===== config.mk =====
export PLATFORM = sky130hd
export DESIGN_NAME = hfvr_scale
export DESIGN_NICKNAME = d
export VERILOG_FILES = /design/src/hfvr_pkg.sv /design/src/hfvr_scale.sv
export SDC_FILE = /design/constraint.sdc
export NUM_CORES = 2
export LEC_CHECK = 0
export ABC_AREA = 1
export CAP_MARGIN = 20
export CORE_MARGIN = 5
export CORE_UTILIZATION = 50
export DETAILED_ROUTE_END_ITERATION = 16
export DONT_BUFFER_PORTS = 1
export PLACE_DENSITY = 0.74
export SLEW_MARGIN = 20
export SYNTH_ARGS = -nofsm -noshare
export SYNTH_HDL_FRONTEND = slang
export SYNTH_SLANG_ARGS = --single-unit

===== constraint.sdc =====
create_clock -name clk -period 3 [get_ports clk]
set_input_delay 0.45 -clock clk [delete_from_list [all_inputs] [get_ports clk]]
set_output_delay 0.45 -clock clk [all_outputs]
set_load 0.01 [all_outputs]

===== src/hfvr_pkg.sv =====
// ============================================================================
// hfvr_pkg
// Shared widths, record types, register indexes and the arctangent table of
// the heading frame velocity rotator.
// ============================================================================
package hfvr_pkg;

    // Number of rotation steps, limited by the size of the arctangent table.
    localparam int ROTATOR_STEPS = 16;
    localparam int ATAN_ENTRIES  = 24;
    localparam int ROT_STEPS     = (ROTATOR_STEPS < ATAN_ENTRIES) ? ROTATOR_STEPS
                                                                  : ATAN_ENTRIES;

    localparam int FIELD_W  = 16;   // Width of every payload field.
    localparam int PHASE_W  = 32;   // Phase as a fraction of a full turn.
    localparam int VEC_W    = 33;   // Vector component, Q2.28 plus headroom.
    localparam int ANG_W    = 33;   // Residual angle, signed.
    localparam int SPEED_SH = 14;   // Speeds are scaled to Q2.28 on entry.

    // Register file.
    localparam int CFG_INDEX_W = 2;
    localparam logic [CFG_INDEX_W-1:0] REG_CENTER_POSITION = 2'd0;
    localparam logic [CFG_INDEX_W-1:0] REG_CORRECTION_GAIN = 2'd1;
    localparam logic [FIELD_W-1:0] CENTER_POSITION_RESET = 16'd0;
    localparam logic [FIELD_W-1:0] CORRECTION_GAIN_RESET = 16'd19661;

    // Reciprocal of the rotator gain in Q1.30, rounded away with 2^43 then >> 44.
    localparam logic signed [31:0] INV_GAIN_Q30 = 32'sd652032874;
    localparam int OUT_SHIFT = 44;

    // One item moving through the rotator.
    typedef struct packed {
        logic signed [VEC_W-1:0] u;   // Forward component.
        logic signed [VEC_W-1:0] v;   // Sideways component.
        logic signed [ANG_W-1:0] z;   // Angle still to rotate.
    } rot_t;

    // atan(2^-i) as a fraction of a full turn, scaled by 2^32.
    function automatic logic [PHASE_W-1:0] atan_turns(input logic [4:0] idx);
        logic [PHASE_W-1:0] t;
        begin
            case (idx)
                5'd0:    t = 32'h20000000;
                5'd1:    t = 32'h12E4051E;
                5'd2:    t = 32'h09FB385B;
                5'd3:    t = 32'h051111D4;
                5'd4:    t = 32'h028B0D43;
                5'd5:    t = 32'h0145D7E1;
                5'd6:    t = 32'h00A2F61E;
                5'd7:    t = 32'h00517C55;
                5'd8:    t = 32'h0028BE53;
                5'd9:    t = 32'h00145F2F;
                5'd10:   t = 32'h000A2F98;
                5'd11:   t = 32'h000517CC;
                5'd12:   t = 32'h00028BE6;
                5'd13:   t = 32'h000145F3;
                5'd14:   t = 32'h0000A2FA;
                5'd15:   t = 32'h0000517D;
                5'd16:   t = 32'h000028BE;
                5'd17:   t = 32'h0000145F;
                5'd18:   t = 32'h00000A30;
                5'd19:   t = 32'h00000518;
                5'd20:   t = 32'h0000028C;
                5'd21:   t = 32'h00000146;
                5'd22:   t = 32'h000000A3;
                5'd23:   t = 32'h00000051;
                default: t = '0;
            endcase
            return t;
        end
    endfunction

endpackage


===== src/hfvr_scale.sv =====
// ============================================================================
// hfvr_scale
// Back end: removes the rotator gain, rounds to Q2.14 and saturates.
// ============================================================================
module hfvr_scale (
    input  logic                                 clk,
    input  logic                                 rst_n,
    input  logic                                 in_valid,
    output logic                                 in_ready,
    input  hfvr_pkg::rot_t                       in_data,
    output logic                                 out_valid,
    input  logic                                 out_ready,
    output logic signed [hfvr_pkg::FIELD_W-1:0]  rotated_x,
    output logic signed [hfvr_pkg::FIELD_W-1:0]  rotated_y
);

    localparam int PW = hfvr_pkg::VEC_W + 32;
    localparam int RW = PW - hfvr_pkg::OUT_SHIFT;

    logic                   m_valid_reg;
    logic signed [PW-1:0]   px_reg;
    logic signed [PW-1:0]   py_reg;
    logic signed [PW-1:0]   px_next;
    logic signed [PW-1:0]   py_next;
    logic                   m_ready;

    logic                   o_valid_reg;
    logic signed [hfvr_pkg::FIELD_W-1:0] rx_reg;
    logic signed [hfvr_pkg::FIELD_W-1:0] ry_reg;
    logic signed [hfvr_pkg::FIELD_W-1:0] rx_next;
    logic signed [hfvr_pkg::FIELD_W-1:0] ry_next;
    logic                   o_ready;

    function automatic logic signed [hfvr_pkg::FIELD_W-1:0] round_sat(
        input logic signed [PW-1:0] p);
        logic signed [PW:0]   s;
        logic signed [RW:0]   r;
        logic signed [hfvr_pkg::FIELD_W-1:0] q;
        begin
            s = (PW+1)'(p) + ((PW+1)'(1) <<< (hfvr_pkg::OUT_SHIFT - 1));
            r = (RW+1)'(s >>> hfvr_pkg::OUT_SHIFT);
            if (r > (RW+1)'(32767))
            begin
                q = 16'sh7FFF;
            end
            else if (r < -(RW+1)'(32768))
            begin
                q = 16'sh8000;
            end
            else
            begin
                q = r[hfvr_pkg::FIELD_W-1:0];
            end
            return q;
        end
    endfunction

    assign o_ready  = !o_valid_reg || out_ready;
    assign m_ready  = !m_valid_reg || o_ready;
    assign in_ready = m_ready;

    always_comb
    begin
        px_next = PW'(in_data.v) * PW'(hfvr_pkg::INV_GAIN_Q30);
        py_next = PW'(in_data.u) * PW'(hfvr_pkg::INV_GAIN_Q30);
        rx_next = round_sat(px_reg);
        ry_next = round_sat(py_reg);
    end

    always_ff @(posedge clk or negedge rst_n)
    begin
        if (!rst_n)
        begin
            m_valid_reg <= 1'b0;
            o_valid_reg <= 1'b0;
        end
        else
        begin
            if (m_ready)
            begin
                m_valid_reg <= in_valid;
            end
            if (o_ready)
            begin
                o_valid_reg <= m_valid_reg;
            end
        end
    end

    always_ff @(posedge clk)
    begin
        if (in_valid && m_ready)
        begin
            px_reg <= px_next;
            py_reg <= py_next;
        end
        if (m_valid_reg && o_ready)
        begin
            rx_reg <= rx_next;
            ry_reg <= ry_next;
        end
    end

    assign out_valid = o_valid_reg;
    assign rotated_x = rx_reg;
    assign rotated_y = ry_reg;

    // A result appears only after an item sat in the multiply stage.
    a_result_source: assert property (@(posedge clk) disable iff (!rst_n)
        $rose(o_valid_reg) |-> $past(m_valid_reg))
        else $error("result appeared without a scaled item behind it");

endmodule


==> flow_metrics.py <==
metrics = {
    "yosys": {
        "synthTopCellsByArea": "fa_1 37%, ha_1 20%, inv_1 15%, nand2_1 8.5%, edfxtp_1 4.8%",
        "synth_top_family_by_area": "adder cells",
        "syn_area_um2": 46080,
        "synth_area_leader_cell": "fa_1",
        "synth_top_area_share_pct": 37.49,
        "synth_edf_count": 74,
        "synth.avg_cell_area_um2": 8.184,
        "synth_compound_area_share_pct": 4.442,
        "yosysWarningCount": 0,
        "synth_ff_type": "edfxtp_1",
        "synth_fa_ha_area_share_pct": 57.89,
        "synthDistinctLibCells": 40,
        "synthSimpleGateAreaFrac_pct": 12.95,
        "synth_xor_area_share_pct": 4.562,
        "netlist_instances": 5630,
        "synth_seq_cells": 76,
        "seq_area_frac_synth_pct": 4.931,
        "async_flop_share_pct": 2.632,
        "synth_mux_area_share_pct": 0,
        "synth_fp_nets": 7347,
    },
    "grt": {
        "grt_max_degree": 48,
        "antenna_found_initial": 0,
        "use_met1_pct": 49.94,
        "grt.overflow.total": 0,
        "grt_pass1_vias": 40840,
        "grt_use_met2_pct": 49.26,
        "grt_use_total_pct": 32.53,
        "grt_use_met3_pct": 6.731,
        "grt_pass1_wl_mm": 243.1,
        "top_usage_layer": "met1",
    },
    "floorplan": {
        "initial_core_util_pct": 50.35,
        "coreArea_um2": 91520,
        "rows": 111,
        "dieArea_um2": 98330,
        "io_pins": 137,
        "fp.dieH_um": 313.6,
        "die_w_um": 313.6,
    },
    "detailed_routing": {
        "viasPerCell": 5.115,
        "wl_mm": 159.9,
        "first_pass_iters": 6,
        "ant_nets": 0,
        "num_vias": 39080,
        "drt-initial-drc-count": 3225,
        "drcViolationCount": 0,
        "wl_per_cell_um": 20.92,
    },
    "min_path": {
        "hold_depth": 2,
        "hold_class": "input pin to register",
        "worstHoldStart": "in_valid",
        "min_to": "m_valid_reg",
    },
    "cts": {
        "cts_buffer_depth": 2,
        "cts_root_buffer": "clkbuf_16",
        "cts_tree": "done",
        "numClockSinks": 76,
        "numCtsBuffers": 9,
        "cts.clk_slew.worst_paths_ps": 70,
        "ctsHtreeMaxLevel": 3,
        "worstSkewPairLatency_ps": 360,
    },
    "sta": {
        "period_share_pct": 195.0,
        "layout_setup_ws_ps": -2850,
        "hold_viol_final": 0,
        "timing.hold.ws_ps": 260.1,
        "rsz0062_at_grt": "true",
        "fin_crit_ps": 5850,
        "finalMaxSlewViolations": 0,
        "finalSetupViolations": 42,
        "max_freq_mhz": 170.9,
        "slew_headroom_pct": 52.34,
        "tightest_slew_ps": 714.9,
        "finClkSkew_ps": 9.687,
    },
    "setup_path": {
        "worst-path-buf-inv": 8,
        "cp_common_cell": "fa_1",
        "reg2reg_from": "py_reg[43]",
        "cp_slowest_cell": "fa_1",
        "ff2ff_setup_slack_ps": 530,
        "start_kind": "input pin",
        "reg2reg_depth": 8,
        "crit_fanout": 6,
        "crit_path_end_kind": "register",
        "cp.arrival_ps": 5960,
        "crit_family": "adder cells",
        "criticalPathCategory": "input pin to register",
        "slowest_delay_ps": 560,
        "cp.required_ps": 3110,
        "reg2reg_to": "rotated_y[2]",
    },
    "placed_design": {
        "gp_congestion": 1.007,
        "placed_cells": 7547,
        "numPortBuffers": 0,
        "dp_slack_ps": -3443,
        "dp_hpwl_mm": 140.7,
    },
    "final_layout": {
        "nNetsFinal": 8166,
        "drive_above_1_share_pct": 32.29,
        "final_cells": 7640,
        "antennaDiodeCount": 0,
        "syn2layout_area_growth_pct": 31.80,
        "fillCellCount": 7441,
    },
    "run": {
        "max_cap_viol_count": 0,
    },
    "run_status": {
        "failed_checks": "setup timing",
        "status": "finished, violations left",
    },
}
==> layer usage <==
layer	routed length (um)	vias up
met5	0	-
met4	2317	0
met3	14630	122
met2	68750	1364
met1	74160	19490
li1	-	18100
==> synth_stat cells (2+ instances only) <==
cell      count
a21oi_1     204
o22ai_1       6
edfxtp_1     74
a21boi_0      2
nor2_2        4
nor2_4        3
dfrtp_1       2
o21a_1        2
fa_1        863
nor2_1      216
nand3_2       4
a22o_1        6
nand2_2       3
buf_2         2
buf_6         3
a21o_1       19
clkbuf_1     20
nand2_1    1041
inv_1      1835
o21bai_4      2
nor3_1       34
o21ai_0      68
o21bai_1     49
nor3b_1       4
nand4_1      25
and2_1        3
and3_1        2
nand3b_1      5
nand3_1     118
ha_1        751
xnor2_1      56
nand2_4       2
nor4_1        8
xor2_1      184
or2_2         5
==> metrics by stage <==
step,cell area [um2],TNS [ps],util [%]
2_1_floorplan,49080,-110090,-
3_3_place_gp,55980,-135660,61.17
3_5_place_dp,55980,-137440,61.17
4_1_cts,58810,-112510,64.25
5_1_grt,60730,-122390,66.36
6_report,60730,-115630,66.36
==> cell families after synthesis <==
family                     Yosys count
buffers and inverters             1862
adders and majority gates         1614
and+or+nand+nor                   1478
AOI/OAI and AO/OA                  360
xor gates and xnor gates           240
DFF                                 76
==> layout make-up <==
cell class / count / area [um2] / share of cell area, %
Clock buffer: 10 / 229.0 / 0.3770
Timing Repair Buffer: 834 / 6535 / 10.76
Tap cell: 1186 / 1484 / 2.443
Clock inverter: 6 / 88.84 / 0.1463
Sequential cell: 76 / 2272 / 3.741
Inverter: 1836 / 6978 / 11.49
Multi-Input combinational cell: 3692 / 43150 / 71.04
==> repair_timing <==
action	CTS	global route
hold buffers	1	0
gates resized for setup	582	454
setup endpoints to repair	42	42
pin swaps	323	364
endpoints found under the hold margin	2	0
setup buffers	43	40
==> worst max path at each step <==
stage               slack [ps]  cells after the start    endpoint         from
finish                   -2850                     27  px_reg[57]  in_data[56]
global route             -3030                     23  py_reg[48]  in_data[86]
CTS                      -2770                     26  px_reg[56]  in_data[64]
detailed placement       -3440                     28  px_reg[57]  in_data[38]
global placement         -3380                     25  px_reg[57]  in_data[41]
floorplan                -2710                     24  py_reg[61]  in_data[97]
==> worst reg2reg max path: stages (launching register included) <==
cell	delay, ps
edfxtp_1	550
ha_1	380
nand3_2	200
nor3_2	270
nand3_1	110
nand2_1	120
nand3_1	140
o21bai_4	330
nand2_1	100
==> placed cells by master (no fill, tap or decap), types with 31 or more instances in the layout <==
cell | synthesis | routed
inv_1 | 1835 | 1628
buf_4 | 1 | 777
nand2_1 | 1041 | 775
fa_1 | 863 | 751
ha_1 | 751 | 547
nand2_2 | 3 | 191
inv_2 | 0 | 184
ha_4 | 0 | 155
xor2_1 | 184 | 121
fa_2 | 0 | 112
nor2_1 | 216 | 111
a21oi_2 | 1 | 97
a21oi_1 | 204 | 78
nand3_1 | 118 | 76
nand2_4 | 2 | 74
edfxtp_1 | 74 | 74
nor2_4 | 3 | 67
xnor2_1 | 56 | 50
ha_2 | 0 | 49
buf_6 | 3 | 49
nor2_2 | 4 | 45
xor2_2 | 0 | 42
nand3_2 | 4 | 41
o21ai_0 | 68 | 37
o21bai_1 | 49 | 31
Power is left out: the tool's default activity adds up to more than one toggle a clock period on the data nets, which glitch-free logic cannot reach.
