$ cat src/hfvr_pkg.sv
// ============================================================================
// hfvr_pkg
// Shared widths, record types, register indexes and the arctangent table of
// the heading frame velocity rotator.
// ============================================================================
package hfvr_pkg;

    // Number of rotation steps, limited by the size of the arctangent table.
    localparam int ROTATOR_STEPS = 16;
    localparam int ATAN_ENTRIES  = 24;
    localparam int ROT_STEPS     = (ROTATOR_STEPS < ATAN_ENTRIES) ? ROTATOR_STEPS
                                                                  : ATAN_ENTRIES;

    localparam int FIELD_W  = 16;   // Width of every payload field.
    localparam int PHASE_W  = 32;   // Phase as a fraction of a full turn.
    localparam int VEC_W    = 33;   // Vector component, Q2.28 plus headroom.
    localparam int ANG_W    = 33;   // Residual angle, signed.
    localparam int SPEED_SH = 14;   // Speeds are scaled to Q2.28 on entry.

    // Register file.
    localparam int CFG_INDEX_W = 2;
    localparam logic [CFG_INDEX_W-1:0] REG_CENTER_POSITION = 2'd0;
    localparam logic [CFG_INDEX_W-1:0] REG_CORRECTION_GAIN = 2'd1;
    localparam logic [FIELD_W-1:0] CENTER_POSITION_RESET = 16'd0;
    localparam logic [FIELD_W-1:0] CORRECTION_GAIN_RESET = 16'd19661;

    // Reciprocal of the rotator gain in Q1.30, rounded away with 2^43 then >> 44.
    localparam logic signed [31:0] INV_GAIN_Q30 = 32'sd652032874;
    localparam int OUT_SHIFT = 44;

    // One item moving through the rotator.
    typedef struct packed {
        logic signed [VEC_W-1:0] u;   // Forward component.
        logic signed [VEC_W-1:0] v;   // Sideways component.
        logic signed [ANG_W-1:0] z;   // Angle still to rotate.
    } rot_t;

    // atan(2^-i) as a fraction of a full turn, scaled by 2^32.
    function automatic logic [PHASE_W-1:0] atan_turns(input logic [4:0] idx);
        logic [PHASE_W-1:0] t;
        begin
            case (idx)
                5'd0:    t = 32'h20000000;
                5'd1:    t = 32'h12E4051E;
                5'd2:    t = 32'h09FB385B;
                5'd3:    t = 32'h051111D4;
                5'd4:    t = 32'h028B0D43;
                5'd5:    t = 32'h0145D7E1;
                5'd6:    t = 32'h00A2F61E;
                5'd7:    t = 32'h00517C55;
                5'd8:    t = 32'h0028BE53;
                5'd9:    t = 32'h00145F2F;
                5'd10:   t = 32'h000A2F98;
                5'd11:   t = 32'h000517CC;
                5'd12:   t = 32'h00028BE6;
                5'd13:   t = 32'h000145F3;
                5'd14:   t = 32'h0000A2FA;
                5'd15:   t = 32'h0000517D;
                5'd16:   t = 32'h000028BE;
                5'd17:   t = 32'h0000145F;
                5'd18:   t = 32'h00000A30;
                5'd19:   t = 32'h00000518;
                5'd20:   t = 32'h0000028C;
                5'd21:   t = 32'h00000146;
                5'd22:   t = 32'h000000A3;
                5'd23:   t = 32'h00000051;
                default: t = '0;
            endcase
            return t;
        end
    endfunction

endpackage

$ cat src/hfvr_angle.sv
// ============================================================================
// hfvr_angle
// Front end: forms the rotation phase from the heading error and the gain,
// then folds it into the right half plane and scales the speeds.
// ============================================================================
module hfvr_angle (
    input  logic                                clk,
    input  logic                                rst_n,
    input  logic                                in_valid,
    output logic                                in_ready,
    input  logic signed [hfvr_pkg::FIELD_W-1:0] speed_x,
    input  logic signed [hfvr_pkg::FIELD_W-1:0] speed_y,
    input  logic signed [hfvr_pkg::FIELD_W-1:0] heading_position,
    input  logic signed [hfvr_pkg::FIELD_W-1:0] center_position,
    input  logic        [hfvr_pkg::FIELD_W-1:0] correction_gain,
    output logic                                out_valid,
    input  logic                                out_ready,
    output hfvr_pkg::rot_t                      out_data
);

    // Stage A: phase product.
    logic                                a_valid_reg;
    logic [hfvr_pkg::PHASE_W-1:0]        phase_reg;
    logic [hfvr_pkg::PHASE_W-1:0]        phase_next;
    logic signed [hfvr_pkg::FIELD_W-1:0] sx_reg;
    logic signed [hfvr_pkg::FIELD_W-1:0] sy_reg;
    logic signed [hfvr_pkg::FIELD_W:0]   diff;
    logic signed [2*hfvr_pkg::FIELD_W+1:0] prod;
    logic                                a_ready;

    // Stage B: quadrant fold.
    logic                                b_valid_reg;
    hfvr_pkg::rot_t                      b_reg;
    hfvr_pkg::rot_t                      b_next;
    logic                                b_ready;
    logic                                fold;
    logic signed [hfvr_pkg::VEC_W-1:0]   u_base;
    logic signed [hfvr_pkg::VEC_W-1:0]   v_base;
    logic signed [hfvr_pkg::PHASE_W-1:0] z_fold;

    assign b_ready  = !b_valid_reg || out_ready;
    assign a_ready  = !a_valid_reg || b_ready;
    assign in_ready = a_ready;

    // The phase is the product times four, kept modulo a full turn.
    always_comb
    begin
        diff       = 17'(center_position) - 17'(heading_position);
        prod       = 34'(diff) * $signed({18'd0, correction_gain});
        phase_next = {prod[hfvr_pkg::PHASE_W-3:0], 2'b00};
    end

    // Angles in the left half plane are turned by a half turn and the vector
    // is negated, which leaves the residual angle within a quarter turn.
    always_comb
    begin
        fold     = phase_reg[hfvr_pkg::PHASE_W-1] ^ phase_reg[hfvr_pkg::PHASE_W-2];
        u_base   = hfvr_pkg::VEC_W'(sy_reg) <<< hfvr_pkg::SPEED_SH;
        v_base   = hfvr_pkg::VEC_W'(sx_reg) <<< hfvr_pkg::SPEED_SH;
        z_fold   = {phase_reg[hfvr_pkg::PHASE_W-1] ^ fold,
                    phase_reg[hfvr_pkg::PHASE_W-2:0]};
        b_next.u = fold ? -u_base : u_base;
        b_next.v = fold ? -v_base : v_base;
        b_next.z = hfvr_pkg::ANG_W'(z_fold);
    end

    always_ff @(posedge clk or negedge rst_n)
    begin
        if (!rst_n)
        begin
            a_valid_reg <= 1'b0;
            b_valid_reg <= 1'b0;
        end
        else
        begin
            if (a_ready)
            begin
                a_valid_reg <= in_valid;
            end
            if (b_ready)
            begin
                b_valid_reg <= a_valid_reg;
            end
        end
    end

    always_ff @(posedge clk)
    begin
        if (in_valid && a_ready)
        begin
            phase_reg <= phase_next;
            sx_reg    <= speed_x;
            sy_reg    <= speed_y;
        end
        if (a_valid_reg && b_ready)
        begin
            b_reg <= b_next;
        end
    end

    assign out_valid = b_valid_reg;
    assign out_data  = b_reg;

    // After the fold the residual angle lies within a quarter turn either way.
    a_fold_range: assert property (@(posedge clk) disable iff (!rst_n)
        b_valid_reg |-> (b_reg.z[hfvr_pkg::ANG_W-1] == b_reg.z[hfvr_pkg::ANG_W-2])
                     && (b_reg.z[hfvr_pkg::ANG_W-2] == b_reg.z[hfvr_pkg::ANG_W-3]))
        else $error("folded angle outside a quarter turn");

endmodule

$ cat config.mk
export PLATFORM = sky130hd
export DESIGN_NAME = hfvr_angle
export DESIGN_NICKNAME = d
export VERILOG_FILES = /design/src/hfvr_pkg.sv /design/src/hfvr_angle.sv
export SDC_FILE = /design/constraint.sdc
export NUM_CORES = 1
export LEC_CHECK = 0
export BUFFER_PORTS_ARGS = -buffer_cell sky130_fd_sc_hd__buf_2
export CORE_ASPECT_RATIO = 0.6
export CORE_MARGIN = 4
export CORE_UTILIZATION = 35
export DETAILED_ROUTE_END_ITERATION = 6
export PLACE_DENSITY = 0.57
export SLEW_MARGIN = 30
export SYNTH_ARGS = -nofsm -noshare
export SYNTH_HDL_FRONTEND = slang
export SYNTH_SLANG_ARGS = --single-unit
$ cat constraint.sdc
create_clock -name clk -period 4.5 [get_ports clk]
set_input_delay 0.675 -clock clk [delete_from_list [all_inputs] [get_ports clk]]
set_output_delay 0.675 -clock clk [all_outputs]
set_load 0.05 [all_outputs]
==> impl_metrics.py <==
metrics = {
    "outcome": {
        "outcome": "finished, violations left",
        "violations": "negative setup slack",
    },
    "drt": {
        "avgViaCountPerCell": 4.43,
        "wl_um": 37200,
        "dr_total_vias": 10900,
        "first_pass_iters": 6,
        "wl_per_cell_um": 15.2,
        "drc_errors": 0,
        "ant_nets": 0,
        "drtIter0Drc": 550,
    },
    "global_route": {
        "busiest_layer": "met2",
        "met3_usage_pct": 2.99,
        "grt_max_degree": 69,
        "use_met1_pct": 23.1,
        "antenna_found_initial": 0,
        "grtUsageMet2_pct": 26.9,
        "grtUsageTotal_pct": 16.3,
        "grt_first_pass_wirelength_um": 61600,
        "grt_pass1_vias": 11900,
        "gr-total-overflow": 0,
    },
    "final_layout": {
        "stdcell_count": 2453,
        "drive_above_1_share_pct": 31.3,
        "synthToLayoutAreaGrowth_pct": 30.5,
        "final_area_mm2": 0.0201,
        "nets": 2291,
        "num_antenna_cells": 0,
        "largest_reg_flops": 68,
    },
    "floorplanning": {
        "start_util_pct": 35.5,
        "die-height_um": 170,
        "io_pins": 185,
        "floorplan.core_area_mm2": 0.0433,
        "die_w_um": 279,
        "die_area_mm2": 0.0475,
        "num_rows": 59,
    },
    "synth": {
        "avgSynthCellArea_um2": 10.3,
        "synth_seq_cells": 132,
        "async_flop_share_pct": 1.52,
        "synth_cells": 1493,
        "synth.distinct_cells": 57,
        "synth-edff-count": 130,
        "netlist_area_mm2": 0.0154,
        "yosysSeqAreaShare_pct": 25.7,
        "synth_ff_type": "edfxtp_1",
        "yosysWarnings": 0,
    },
    "cts": {
        "path_clk_slew_ps": 60,
        "clock_tree.buffer_depth": 2,
        "root_buffer": "clkbuf_16",
        "numCtsBuffers": 17,
        "cts_tree": "yes",
        "clock-sinks": 132,
        "htreeDepth": 4,
        "insertion_delay_ps": 410,
        "cts.hold.buffers_added": 0,
    },
    "timing": {
        "worstMarginPinSlew_ps": 695,
        "finalHoldViolations": 0,
        "min_period_ps": 7310,
        "max_freq_ghz": 0.137,
        "fin_skew_ps": 11.5,
        "setup_slack_ps": -2810,
        "slew_viol_final": 0,
        "hold_slack_ps": 44.0,
        "finalSetupViolCount": 25,
        "rsz0062_at_grt": "yes",
        "min_period_over_period_pct": 162,
        "relSlewSlack_pct": 53.5,
    },
    "placed_design": {
        "gp_congestion": 0.848,
        "dp.cells": 2391,
        "dp_hpwl_um": 31300,
        "dpl-instance-area_mm2": 0.0186,
        "io_buffers": 154,
    },
    "worst_setup_path": {
        "required_ps": 4650,
        "r2r_start": "sx_reg[3]$_DFFE_PP_",
        "arrival_ps": 7460,
        "r2r_cells": 8,
        "cp-end-kind": "flip-flop",
        "path_max_fanout": 8,
        "r2r_end": "out_data[64]$_DFFE_PP_",
        "crit_type": "primary input to flip-flop",
        "r2r_setup_slack_ps": 1650,
        "worst_setup_path_start_kind": "primary input",
    },
    "min_path": {
        "min_path_type": "primary input to asynchronous set/reset pin",
    },
    "flow_run": {
        "max-cap-violations": 0,
    },
}
critical path: stages:
cell and delay (ps):
buf_8 90, inv_12 30, ha_4 150, fa_2 340
inv_2 80, a21oi_4 60, o211a_4 260, nor4_4 370
o211ai_1 220, a31o_4 320, buf_12 150, and2_1 200
fa_1 570, inv_1 100, fa_1 570, fa_1 460
fa_1 530, fa_1 520, fa_1 440, xnor2_1 150
xnor2_1 260, xnor2_2 170, xnor3_1 360, xnor3_1 350
layout by cell type (no fill, tap or decap), drive strengths merged, types with 3 or more instances in the layout:
cell type | Yosys | layout
inv | 353 | 356
conb | 1 | 30
clkinv | 0 | 7
fa | 247 | 247
xnor2 | 56 | 56
clkinvlp | 0 | 3
or2 | 4 | 4
nor4 | 5 | 5
o21ai | 13 | 13
o211ai | 3 | 3
nor3 | 12 | 12
a21boi | 4 | 4
nor2 | 29 | 29
and2 | 104 | 104
mux2 | 4 | 4
a31oi | 5 | 5
nor2b | 33 | 33
nand4 | 8 | 8
clkbuf | 43 | 17
xor2 | 32 | 32
o2111ai | 3 | 3
o21bai | 5 | 5
a21o | 18 | 18
o21a | 3 | 3
nand2 | 153 | 153
nand2b | 16 | 16
buf | 33 | 396
a21oi | 49 | 49
ha | 99 | 99
edfxtp | 130 | 130
a211oi | 3 | 3
nand3 | 3 | 3
how the worst max path moves through the flow:
stage                  startpoint                 endpoint  slack, ps  cells after the start
2_1_floorplan  center_position[0]  phase_reg[31]$_DFFE_PP_      -2730                     32
3_3_place_gp   center_position[0]  phase_reg[31]$_DFFE_PP_      -3280                     30
3_5_place_dp   center_position[0]  phase_reg[31]$_DFFE_PP_      -3460                     27
4_1_cts        center_position[0]  phase_reg[31]$_DFFE_PP_      -2800                     32
5_1_grt        center_position[0]  phase_reg[31]$_DFFE_PP_      -3060                     28
6_report       center_position[0]  phase_reg[31]$_DFFE_PP_      -2810                     24
what timing repair did:
action | in CTS | in global routing
pin swaps | 52 | 52
resized for setup | 88 | 66
endpoints found under the setup margin | 25 | 25
setup buffers | 20 | 16
endpoints found under the hold margin | 0 | 0
gates cloned | 0 | 0
kinds of logic (layout without fill, tap and decap cells):
logic type / after synthesis / count (layout) / share of synthesized area [%]
buffers and inverters: 429 / 781 / 11.2
muxes: 4 / 4 / 0.293
and+or+nand+nor: 377 / 377 / 12.5
other: 1 / 30 / 0.0244
xor gates and xnor gates: 90 / 90 / 5.45
AOI/OAI and AO/OA: 114 / 114 / 4.61
DFF: 132 / 132 / 25.7
adders and majority gates: 346 / 346 / 40.2
through the flow:
stage	worst slack, ps	setup TNS, ps	utilization (%)
after floorplan	-2730	-47200	-
after global placement	-3280	-61750	43.0
after detailed placement	-3460	-64500	43.0
after CTS	-2800	-49890	45.5
after global routing	-3060	-56180	46.3
final	-2810	-50590	46.3
synthesized netlist by cell type (12+ instances only):
master	count	area share [%]
inv_1	346	8.4
fa_1	247	32
nand2_1	153	3.7
edfxtp_1	130	25
and2_1	104	4.2
ha_1	99	8.1
xnor2_1	54	3.1
a21oi_1	49	1.6
clkbuf_1	43	1.0
nor2b_1	33	1.3
buf_4	31	1.5
xor2_1	31	1.8
nor2_1	28	0.68
a21o_1	18	0.88
nand2b_1	16	0.65
nor3_1	12	0.39
final cells by class:
| cell class | count | area (µm²) |
|---|---|---|
| Tap cell | 579 | 724 |
| Fill cell | 4101 | 23300 |
| Timing Repair Buffer | 396 | 2880 |
| Clock buffer | 17 | 425 |
| Inverter | 353 | 1340 |
| Clock inverter | 15 | 155 |
| Sequential cell | 132 | 3950 |
| Multi-Input combinational cell | 961 | 10600 |
metal layers:
metal | up-vias | part of all wire [%] | wire length, µm
li1 | 5221 | - | -
met4 | 0 | 1.2 | 429
met5 | - | 0 | 0
met1 | 5458 | 48 | 17800
met3 | 27 | 3.9 | 1450
met2 | 150 | 47 | 17600
Power is not shown: default switching activity piles up to over one toggle a cycle in this logic, so the estimate is an artifact.
